--- src/rtl/core/hsvc_pkg.sv ---
// Shared types and constants for the HSV to RGB converter.
`timescale 1ns / 1ps
`default_nettype none

package hsvc_pkg;

    localparam int CH_W    = 15;
    localparam int FRAC_W  = 12;
    localparam int PROD_W  = 30;
    localparam int XPROD_W = 42;
    localparam int XSUM_W  = 43;
    localparam int QUO_W   = 19;
    localparam int MQ_W    = 16;

    localparam logic signed [16:0] HUE_TURN   = 17'sd23040;
    localparam int                 HUE_SECTOR = 3840;
    localparam logic [12:0]        RECIP15    = 13'd4369;

    typedef enum logic [2:0] {
        SEC_R_Y = 3'd0,
        SEC_Y_G = 3'd1,
        SEC_G_C = 3'd2,
        SEC_C_B = 3'd3,
        SEC_B_M = 3'd4,
        SEC_M_R = 3'd5
    } t_sector;

    typedef struct packed {
        logic signed [15:0] hue;
        logic signed [15:0] saturation;
        logic signed [15:0] brightness;
    } t_hsv_in;

    typedef struct packed {
        logic [14:0] red;
        logic [14:0] green;
        logic [14:0] blue;
    } t_rgb_out;

    typedef struct packed {
        logic [CH_W-1:0]   val;
        logic [CH_W-1:0]   sat;
        logic [FRAC_W-1:0] frac;
        t_sector           sector;
        logic              gray;
    } t_entry;

endpackage

`default_nettype wire

--- src/rtl/core/hsvc_front.sv ---
// Input register, hue wrap, clamping and sector classification.
`timescale 1ns / 1ps
`default_nettype none

module hsvc_front #(
    parameter int FRAC_BITS = 14
) (
    input  wire logic             i_clk,
    input  wire logic             i_rst_n,
    input  wire logic             start,
    input  wire hsvc_pkg::t_hsv_in i_hsv,
    input  wire logic             i_q_full,
    output logic                  busy,
    output logic                  o_push,
    output hsvc_pkg::t_entry      o_entry
);

    localparam logic [17:0] ONE_U = 18'(1) << FRAC_BITS;
    localparam int          SEC   = hsvc_pkg::HUE_SECTOR;

    logic                r_valid;
    logic                n_valid;
    hsvc_pkg::t_hsv_in   r_in;
    logic signed [16:0]  h;
    logic [14:0]         hw;
    logic [14:0]         base;
    hsvc_pkg::t_sector   sector;

    function automatic logic [14:0] clamp_unit(input logic signed [15:0] x);
        logic [14:0] res;
        if (x[15]) begin
            res = '0;
        end else if ({2'b00, x} > ONE_U) begin
            res = ONE_U[14:0];
        end else begin
            res = x[14:0];
        end
        return res;
    endfunction

    assign busy   = r_valid && i_q_full;
    assign o_push = r_valid && !i_q_full;

    always_comb begin
        n_valid = r_valid;
        if (!busy) begin
            n_valid = start;
        end
    end

    always_ff @(posedge i_clk) begin
        if (!i_rst_n) begin
            r_valid <= 1'b0;
        end else begin
            r_valid <= n_valid;
        end
        if (start && !busy) begin
            r_in <= i_hsv;
        end
    end

    always_comb begin
        h = 17'(r_in.hue);
        for (int k = 0; k < 2; k++) begin
            if (h >= hsvc_pkg::HUE_TURN) begin
                h = h - hsvc_pkg::HUE_TURN;
            end
            if (h < 17'sd0) begin
                h = h + hsvc_pkg::HUE_TURN;
            end
        end
        hw = h[14:0];
    end

    always_comb begin
        if (hw >= 15'(5 * SEC)) begin
            sector = hsvc_pkg::SEC_M_R;
            base   = 15'(5 * SEC);
        end else if (hw >= 15'(4 * SEC)) begin
            sector = hsvc_pkg::SEC_B_M;
            base   = 15'(4 * SEC);
        end else if (hw >= 15'(3 * SEC)) begin
            sector = hsvc_pkg::SEC_C_B;
            base   = 15'(3 * SEC);
        end else if (hw >= 15'(2 * SEC)) begin
            sector = hsvc_pkg::SEC_G_C;
            base   = 15'(2 * SEC);
        end else if (hw >= 15'(SEC)) begin
            sector = hsvc_pkg::SEC_Y_G;
            base   = 15'(SEC);
        end else begin
            sector = hsvc_pkg::SEC_R_Y;
            base   = '0;
        end
    end

    always_comb begin
        o_entry.val    = clamp_unit(r_in.brightness);
        o_entry.sat    = clamp_unit(r_in.saturation);
        o_entry.frac   = 12'(hw - base);
        o_entry.sector = sector;
        o_entry.gray   = (o_entry.sat == '0);
    end

endmodule

`default_nettype wire

--- src/rtl/core/hsvc_queue.sv ---
// Short register queue between the classifying front and the arithmetic back.
`timescale 1ns / 1ps
`default_nettype none

module hsvc_queue #(
    parameter int DEPTH = 2
) (
    input  wire logic            i_clk,
    input  wire logic            i_rst_n,
    input  wire logic            i_push,
    input  wire hsvc_pkg::t_entry i_entry,
    input  wire logic            i_pop,
    output logic                 o_full,
    output logic                 o_empty,
    output hsvc_pkg::t_entry     o_entry
);

    localparam int PW = (DEPTH > 1) ? $clog2(DEPTH) : 1;
    localparam int CW = $clog2(DEPTH + 1);

    hsvc_pkg::t_entry r_mem [DEPTH];
    logic [PW-1:0]    r_wr_ptr;
    logic [PW-1:0]    r_rd_ptr;
    logic [CW-1:0]    r_count;
    logic [PW-1:0]    n_wr_ptr;
    logic [PW-1:0]    n_rd_ptr;
    logic [CW-1:0]    n_count;
    logic             do_push;
    logic             do_pop;

    assign o_full  = (r_count == CW'(DEPTH));
    assign o_empty = (r_count == '0);
    assign o_entry = r_mem[r_rd_ptr];
    assign do_push = i_push && !o_full;
    assign do_pop  = i_pop && !o_empty;

    always_comb begin
        n_wr_ptr = r_wr_ptr;
        n_rd_ptr = r_rd_ptr;
        n_count  = r_count;
        if (do_push) begin
            n_wr_ptr = (r_wr_ptr == PW'(DEPTH - 1)) ? '0 : r_wr_ptr + 1'b1;
        end
        if (do_pop) begin
            n_rd_ptr = (r_rd_ptr == PW'(DEPTH - 1)) ? '0 : r_rd_ptr + 1'b1;
        end
        if (do_push && !do_pop) begin
            n_count = r_count + 1'b1;
        end else if (do_pop && !do_push) begin
            n_count = r_count - 1'b1;
        end
    end

    always_ff @(posedge i_clk) begin
        if (!i_rst_n) begin
            r_wr_ptr <= '0;
            r_rd_ptr <= '0;
            r_count  <= '0;
        end else begin
            r_wr_ptr <= n_wr_ptr;
            r_rd_ptr <= n_rd_ptr;
            r_count  <= n_count;
        end
        if (do_push) begin
            r_mem[r_wr_ptr] <= i_entry;
        end
    end

endmodule

`default_nettype wire

--- src/rtl/core/hsvc_back.sv ---
// Five-stage pipeline that forms p, q and t and routes them by sector.
`timescale 1ns / 1ps
`default_nettype none

module hsvc_back #(
    parameter int FRAC_BITS = 14
) (
    input  wire logic            i_clk,
    input  wire logic            i_rst_n,
    input  wire logic            i_valid,
    input  wire hsvc_pkg::t_entry i_entry,
    output logic                 o_valid,
    output hsvc_pkg::t_rgb_out   o_rgb
);

    localparam logic [16:0] ONE17    = 17'(1) << FRAC_BITS;
    localparam logic [32:0] HALF_ONE = 33'(1) << (FRAC_BITS - 1);
    localparam logic [hsvc_pkg::XSUM_W-1:0] HALF_DEN_M1 =
        (hsvc_pkg::XSUM_W'(1920) << FRAC_BITS) - 1'b1;
    localparam logic [11:0] SEC12 = 12'(hsvc_pkg::HUE_SECTOR);

    typedef struct packed {
        logic [14:0]         v;
        hsvc_pkg::t_sector   sector;
        logic                gray;
    } t_side;

    logic                            r_v1, r_v2, r_v3, r_v4, r_vo;
    t_side                           r_sd1, r_sd2, r_sd3, r_sd4;
    logic [hsvc_pkg::PROD_W-1:0]     r_vs;
    logic [31:0]                     r_pm;
    logic [11:0]                     r_frac;
    logic [hsvc_pkg::XPROD_W-1:0]    r_xq, r_xt;
    logic [14:0]                     r_p2, r_p3, r_p4;
    logic [hsvc_pkg::QUO_W-1:0]      r_yq3, r_yt3, r_yq4, r_yt4;
    logic [hsvc_pkg::MQ_W-1:0]       r_mq, r_mt;
    hsvc_pkg::t_rgb_out              r_rgb;

    logic [32:0]                     p_sum;
    logic [hsvc_pkg::XSUM_W-1:0]     q_sum, t_sum;
    logic [31:0]                     q_rec, t_rec;
    logic [14:0]                     q_val, t_val;
    hsvc_pkg::t_rgb_out              n_rgb;

    function automatic logic [14:0] div15_sub(
        input logic [14:0]                  v,
        input logic [hsvc_pkg::QUO_W-1:0]   y,
        input logic [hsvc_pkg::MQ_W-1:0]    m
    );
        logic [hsvc_pkg::QUO_W-1:0] m15;
        logic [hsvc_pkg::QUO_W-1:0] rem;
        logic [hsvc_pkg::MQ_W-1:0]  quot;
        m15  = (hsvc_pkg::QUO_W'(m) << 4) - hsvc_pkg::QUO_W'(m);
        rem  = y - m15;
        quot = m + hsvc_pkg::MQ_W'(rem >= hsvc_pkg::QUO_W'(15));
        return v - quot[14:0];
    endfunction

    assign p_sum = {1'b0, r_pm} + HALF_ONE;
    assign q_sum = hsvc_pkg::XSUM_W'(r_xq) + HALF_DEN_M1;
    assign t_sum = hsvc_pkg::XSUM_W'(r_xt) + HALF_DEN_M1;
    assign q_rec = 32'(r_yq3) * 32'(hsvc_pkg::RECIP15);
    assign t_rec = 32'(r_yt3) * 32'(hsvc_pkg::RECIP15);
    assign q_val = div15_sub(r_sd4.v, r_yq4, r_mq);
    assign t_val = div15_sub(r_sd4.v, r_yt4, r_mt);

    always_comb begin
        case (r_sd4.sector)
            hsvc_pkg::SEC_R_Y: n_rgb = '{red: r_sd4.v, green: t_val,   blue: r_p4};
            hsvc_pkg::SEC_Y_G: n_rgb = '{red: q_val,   green: r_sd4.v, blue: r_p4};
            hsvc_pkg::SEC_G_C: n_rgb = '{red: r_p4,    green: r_sd4.v, blue: t_val};
            hsvc_pkg::SEC_C_B: n_rgb = '{red: r_p4,    green: q_val,   blue: r_sd4.v};
            hsvc_pkg::SEC_B_M: n_rgb = '{red: t_val,   green: r_p4,    blue: r_sd4.v};
            default:           n_rgb = '{red: r_sd4.v, green: r_p4,    blue: q_val};
        endcase
        if (r_sd4.gray) begin
            n_rgb = '{red: r_sd4.v, green: r_sd4.v, blue: r_sd4.v};
        end
    end

    always_ff @(posedge i_clk) begin
        if (!i_rst_n) begin
            r_v1 <= 1'b0;
            r_v2 <= 1'b0;
            r_v3 <= 1'b0;
            r_v4 <= 1'b0;
            r_vo <= 1'b0;
        end else begin
            r_v1 <= i_valid;
            r_v2 <= r_v1;
            r_v3 <= r_v2;
            r_v4 <= r_v3;
            r_vo <= r_v4;
        end
        r_sd1  <= '{v: i_entry.val, sector: i_entry.sector, gray: i_entry.gray};
        r_frac <= i_entry.frac;
        r_vs   <= hsvc_pkg::PROD_W'(i_entry.val) * hsvc_pkg::PROD_W'(i_entry.sat);
        r_pm   <= 32'(i_entry.val) * 32'(ONE17 - {2'b00, i_entry.sat});

        r_sd2 <= r_sd1;
        r_xq  <= hsvc_pkg::XPROD_W'(r_vs) * hsvc_pkg::XPROD_W'(r_frac);
        r_xt  <= hsvc_pkg::XPROD_W'(r_vs) * hsvc_pkg::XPROD_W'(SEC12 - r_frac);
        r_p2  <= p_sum[FRAC_BITS +: 15];

        r_sd3 <= r_sd2;
        r_p3  <= r_p2;
        r_yq3 <= q_sum[FRAC_BITS + 8 +: hsvc_pkg::QUO_W];
        r_yt3 <= t_sum[FRAC_BITS + 8 +: hsvc_pkg::QUO_W];

        r_sd4 <= r_sd3;
        r_p4  <= r_p3;
        r_yq4 <= r_yq3;
        r_yt4 <= r_yt3;
        r_mq  <= q_rec[31:16];
        r_mt  <= t_rec[31:16];

        r_rgb <= n_rgb;
    end

    assign o_valid = r_vo;
    assign o_rgb   = r_rgb;

endmodule

`default_nettype wire

--- src/rtl/core/hsv_to_rgb_converter.sv ---
// Top level of the HSV to RGB converter: front, queue and arithmetic back.
`timescale 1ns / 1ps
`default_nettype none

// One color beat is taken per clock whenever busy is low, and each beat gives
// one RGB beat on o_rgb, marked by o_valid for a single cycle. Each beat takes
// the input register, one pass through the queue and the five-stage multiply
// pipeline that forms and rounds p, q and t. The receiver cannot stall, so the
// queue never fills and busy stays low in normal use.
module hsv_to_rgb_converter #(
    parameter int FRAC_BITS   = 14,
    parameter int QUEUE_DEPTH = 2
) (
    input  wire logic              i_clk,
    input  wire logic              i_rst_n,
    input  wire logic              start,
    input  wire hsvc_pkg::t_hsv_in i_hsv,
    output logic                   busy,
    output logic                   o_valid,
    output hsvc_pkg::t_rgb_out     o_rgb
);

    localparam logic [14:0] CH_MAX = (FRAC_BITS >= 15) ? 15'h7FFF : 15'(1 << FRAC_BITS);

    logic             q_full;
    logic             q_empty;
    logic             push;
    hsvc_pkg::t_entry front_entry;
    hsvc_pkg::t_entry back_entry;

    hsvc_front #(
        .FRAC_BITS(FRAC_BITS)
    ) u_front (
        .i_clk   (i_clk),
        .i_rst_n (i_rst_n),
        .start   (start),
        .i_hsv   (i_hsv),
        .i_q_full(q_full),
        .busy    (busy),
        .o_push  (push),
        .o_entry (front_entry)
    );

    hsvc_queue #(
        .DEPTH(QUEUE_DEPTH)
    ) u_queue (
        .i_clk  (i_clk),
        .i_rst_n(i_rst_n),
        .i_push (push),
        .i_entry(front_entry),
        .i_pop  (!q_empty),
        .o_full (q_full),
        .o_empty(q_empty),
        .o_entry(back_entry)
    );

    hsvc_back #(
        .FRAC_BITS(FRAC_BITS)
    ) u_back (
        .i_clk  (i_clk),
        .i_rst_n(i_rst_n),
        .i_valid(!q_empty),
        .i_entry(back_entry),
        .o_valid(o_valid),
        .o_rgb  (o_rgb)
    );

    a_latency_fwd: assert property (@(posedge i_clk) disable iff (!i_rst_n)
        (start && !busy) |-> ##7 o_valid)
        else $error("Accepted beat did not produce a result on time.");

    a_latency_bwd: assert property (@(posedge i_clk) disable iff (!i_rst_n)
        o_valid |-> $past(start && !busy, 7))
        else $error("Result beat without a matching input beat.");

    a_range: assert property (@(posedge i_clk) disable iff (!i_rst_n)
        o_valid |-> (o_rgb.red <= CH_MAX && o_rgb.green <= CH_MAX && o_rgb.blue <= CH_MAX))
        else $error("Output channel above full scale.");

endmodule

`default_nettype wire
--- config.mk ---
export PLATFORM = sky130hd
export DESIGN_NAME = hsv_to_rgb_converter
export DESIGN_NICKNAME = d
export VERILOG_FILES = /design/src/rtl/core/hsvc_pkg.sv /design/src/rtl/core/hsvc_front.sv /design/src/rtl/core/hsvc_queue.sv /design/src/rtl/core/hsvc_back.sv /design/src/rtl/core/hsv_to_rgb_converter.sv
export SDC_FILE = /design/constraint.sdc
export NUM_CORES = 2
export LEC_CHECK = 0
export ABC_AREA = 1
export BUFFER_PORTS_ARGS = -buffer_cell sky130_fd_sc_hd__buf_4
export CAP_MARGIN = 20
export CELL_PAD_IN_SITES_DETAIL_PLACEMENT = 0
export CELL_PAD_IN_SITES_GLOBAL_PLACEMENT = 1
export CORE_ASPECT_RATIO = 1.1
export CORE_MARGIN = 1.5
export CORE_UTILIZATION = 55
export DETAILED_ROUTE_END_ITERATION = 7
export PLACE_DENSITY = 0.86
export SYNTH_ARGS = -nofsm -noshare
export SYNTH_HDL_FRONTEND = slang
export SYNTH_SLANG_ARGS = --single-unit
export TNS_END_PERCENT = 30
--- constraint.sdc ---
create_clock -name i_clk -period 25.6 [get_ports i_clk]
set_input_delay 0 -clock i_clk [delete_from_list [all_inputs] [get_ports i_clk]]
set_output_delay 0 -clock i_clk [all_outputs]
set_load 0.01 [all_outputs]
==> flow_metrics.tcl <==
set metrics [dict create \
    numCtsBuffers 60 \
    routed-via-count 49040 \
    hold_violations 0 \
    cts_post_setup_buffers_inserted 0 \
    r2r_start "u_back.r_frac[1]" \
    final_util_pct 59.89 \
    required_ns 26.22 \
    regToRegSetupSlack_ns 15.82 \
    root_buffer "clkbuf_16" \
    synth_edf_count 140 \
    finalSetupViolCount 0 \
    final_cell_mix "1,882 x inv_1, 1,274 x nand2_1, 1,191 x fa_1" \
    htreeDepth 2 \
    rr_worst_depth 33 \
    cp_common_cell "fa_1" \
    synth_nets 9368 \
    hold_start "i_hsv[23]" \
    fin_skew_ns 0.04812 \
    synth_seq_area_share_pct 18.98 \
    core_area_mm2 0.1211 \
    numPortBuffers 97 \
    numClockSinks 564 \
    die-area_mm2 0.1237 \
    grt_pass1_wl_um 277400 \
    slew_headroom_pct 35.33 \
    clk_pin_slew_ns 0.06 \
    rows 134 \
    cpPeakStageDelay_ns 0.80 \
    final_cell_area_mm2 0.07249 \
    track_usage_pct 29.00 \
    gp_congestion 0.9698 \
    place_area_mm2 0.06955 \
    hold_path_end "u_front.r_in[23]" \
    io_pins 98 \
    antenna_left 0 \
    area_growth_pct 8.388 \
    avgSynthCellArea_um2 8.912 \
    clk-insertion-delay-late_ns 0.72 \
    drc 0 \
    drtIter0Drc 3418 \
    postSynthCellCount 7505 \
    die_y_um 368.7 \
    cts_buffer_depth 3 \
    cp_num_buf_inv 9 \
    drt_first_pass_iters 7 \
    cp_max_fo 32 \
    grt_overflow 0 \
    cpMaxStageDelayCell "fa_1" \
    postRouteWirelength_um 172700 \
    yosysUniqueCellTypes 62 \
    cts_resized 0 \
    ys_ff_latch 564 \
    critPathCaptureType "register" \
    min_path_type "in2reg" \
    drv_slew 0 \
    first_global_vias 52100 \
    ys_warn_count 0 \
    finalSetupTns_ns 0 \
    period_share_pct 38.21 \
    cp-start-kind "register" \
    cts_tree "done" \
    outcome "finished clean" \
    async_reset_ff_share_pct 0 \
    rsz0062_at_grt "no" \
    initial_core_util_pct 55.25 \
    n_fill_cell 10730 \
    r2r-end "u_back.r_xt[38]" \
    drv_cap 0 \
    arrival_ns 10.40 \
    fin_crit_ns 9.783 \
    worst-setup-path-type "reg2reg" \
    final_common_cell "inv_1" \
    antenna_found_initial 7 \
    grt_start_max_net_pins 77 \
    critPathTopFamily "adder cells" \
    tightest_slew_ns 0.9687 \
    die_w_um 335.5 \
    cp.depth 33 \
    netlist_area_mm2 0.06688 \
    wl_per_cell_um 18.55 \
    dpl.cell_count 9112 \
    synth_ff_type "dfxtp_1" \
    dp_hpwl_um 137800 \
    vias_per_cell 5.269 \
    stdcell_count 9307 \
    nets 9484 \
    hold_path_depth 2 \
    drive_gt1_share_pct 4.979 \
    fmax_mhz 102.2 \
]
## kinds of logic after synthesis
family / count (synthesis) / synth area share, %
xor+xnor: 284 / 3.770
compound gates: 599 / 5.152
fa+ha+maj: 1812 / 47.27
flops: 564 / 18.98
mux: 16 / 0.2694
buf+inv: 2124 / 11.95
simple gates: 2106 / 12.61
## how the worst max path moves through the flow
stage / start / endpoint
floorplan: u_back.r_frac[0] / u_back.r_xt[38]
global placement: u_back.r_frac[1] / u_back.r_xt[37]
detailed placement: u_back.r_frac[1] / u_back.r_xt[37]
CTS: u_back.r_frac[1] / u_back.r_xt[37]
global route: u_back.r_frac[1] / u_back.r_xt[37]
finish: u_back.r_frac[1] / u_back.r_xt[38]
## through the flow
step	setup WS, ns	hold slack, ns
floorplan	17.04	0.09345
global placement	16.11	0.1778
detailed placement	15.92	0.1793
CTS	15.94	0.00007638
global route	15.12	0.02338
finish	15.82	0.02033
## final cells by class
type                       instances  area (µm²)  area share, %
multi-input combinational       4817       46210          63.75
tap                             1632        2042          2.817
sequential                       564       12690          17.51
clock buffer                      76        1632          2.251
clock inverter                    37       516.7         0.7128
inverter                        1908        7162          9.880
antenna                            3       7.507        0.01036
timing repair buffer             270        2225          3.069
## layer usage
metal | share of wire (%) | GRT usage [%] | vias to the layer above | wire, µm
met1 | 40 | 36.54 | 24220 | 68650
met2 | 48 | 48.97 | 1776 | 82600
met5 | 0.016 | 0 | - | 27
li1 | - | - | 22610 | -
met4 | 5.0 | 12.92 | 4 | 8559
met3 | 7.4 | 4.875 | 432 | 12820
## state kept, by name, indices dropped and copies added, names as in the netlist, 2 cells and up, named ones only
register	flops
u_back.r_xq	41
u_queue.r_mem	92
u_back.r_p3	15
u_back.r_sd3	19
u_front.r_in	48
u_back.r_vs	30
u_back.r_mt	16
u_back.r_yq4	19
u_back.r_mq	16
u_back.r_frac	12
u_back.r_xt	40
u_back.r_yt4	19
u_back.r_yq3	19
u_back.r_sd4	19
u_back.r_p2	15
u_back.r_sd2	19
u_back.r_sd1	19
u_back.r_p4	15
u_back.r_yt3	19
u_back.r_pm	16
u_back.o_rgb	45
u_queue.r_count	2
## repair_timing
action                     4_1_cts  5_1_grt
hold buffers                    79        0
hold endpoints to repair        59        0
setup endpoints to repair        0        0
## cells in the mapped netlist, types with 27 or more instances
master | instances | area (µm²)
fa_1 | 1191 | 23840
nand4_1 | 42 | 262.8
a21oi_1 | 244 | 1221
nand3_1 | 100 | 500.5
inv_1 | 1883 | 7068
xor2_1 | 180 | 1577
ha_1 | 621 | 7770
edfxtp_1 | 140 | 4204
o21ai_0 | 164 | 820.8
nor3_1 | 31 | 155.2
nand2_1 | 1274 | 4782
clkbuf_1 | 200 | 750.7
o22ai_1 | 27 | 168.9
dfxtp_1 | 424 | 8488
nor2_1 | 588 | 2207
xnor2_1 | 101 | 884.6
Power is left out: the tool's default activity adds up to more than one toggle a clock period on the data nets, which glitch-free logic cannot reach.
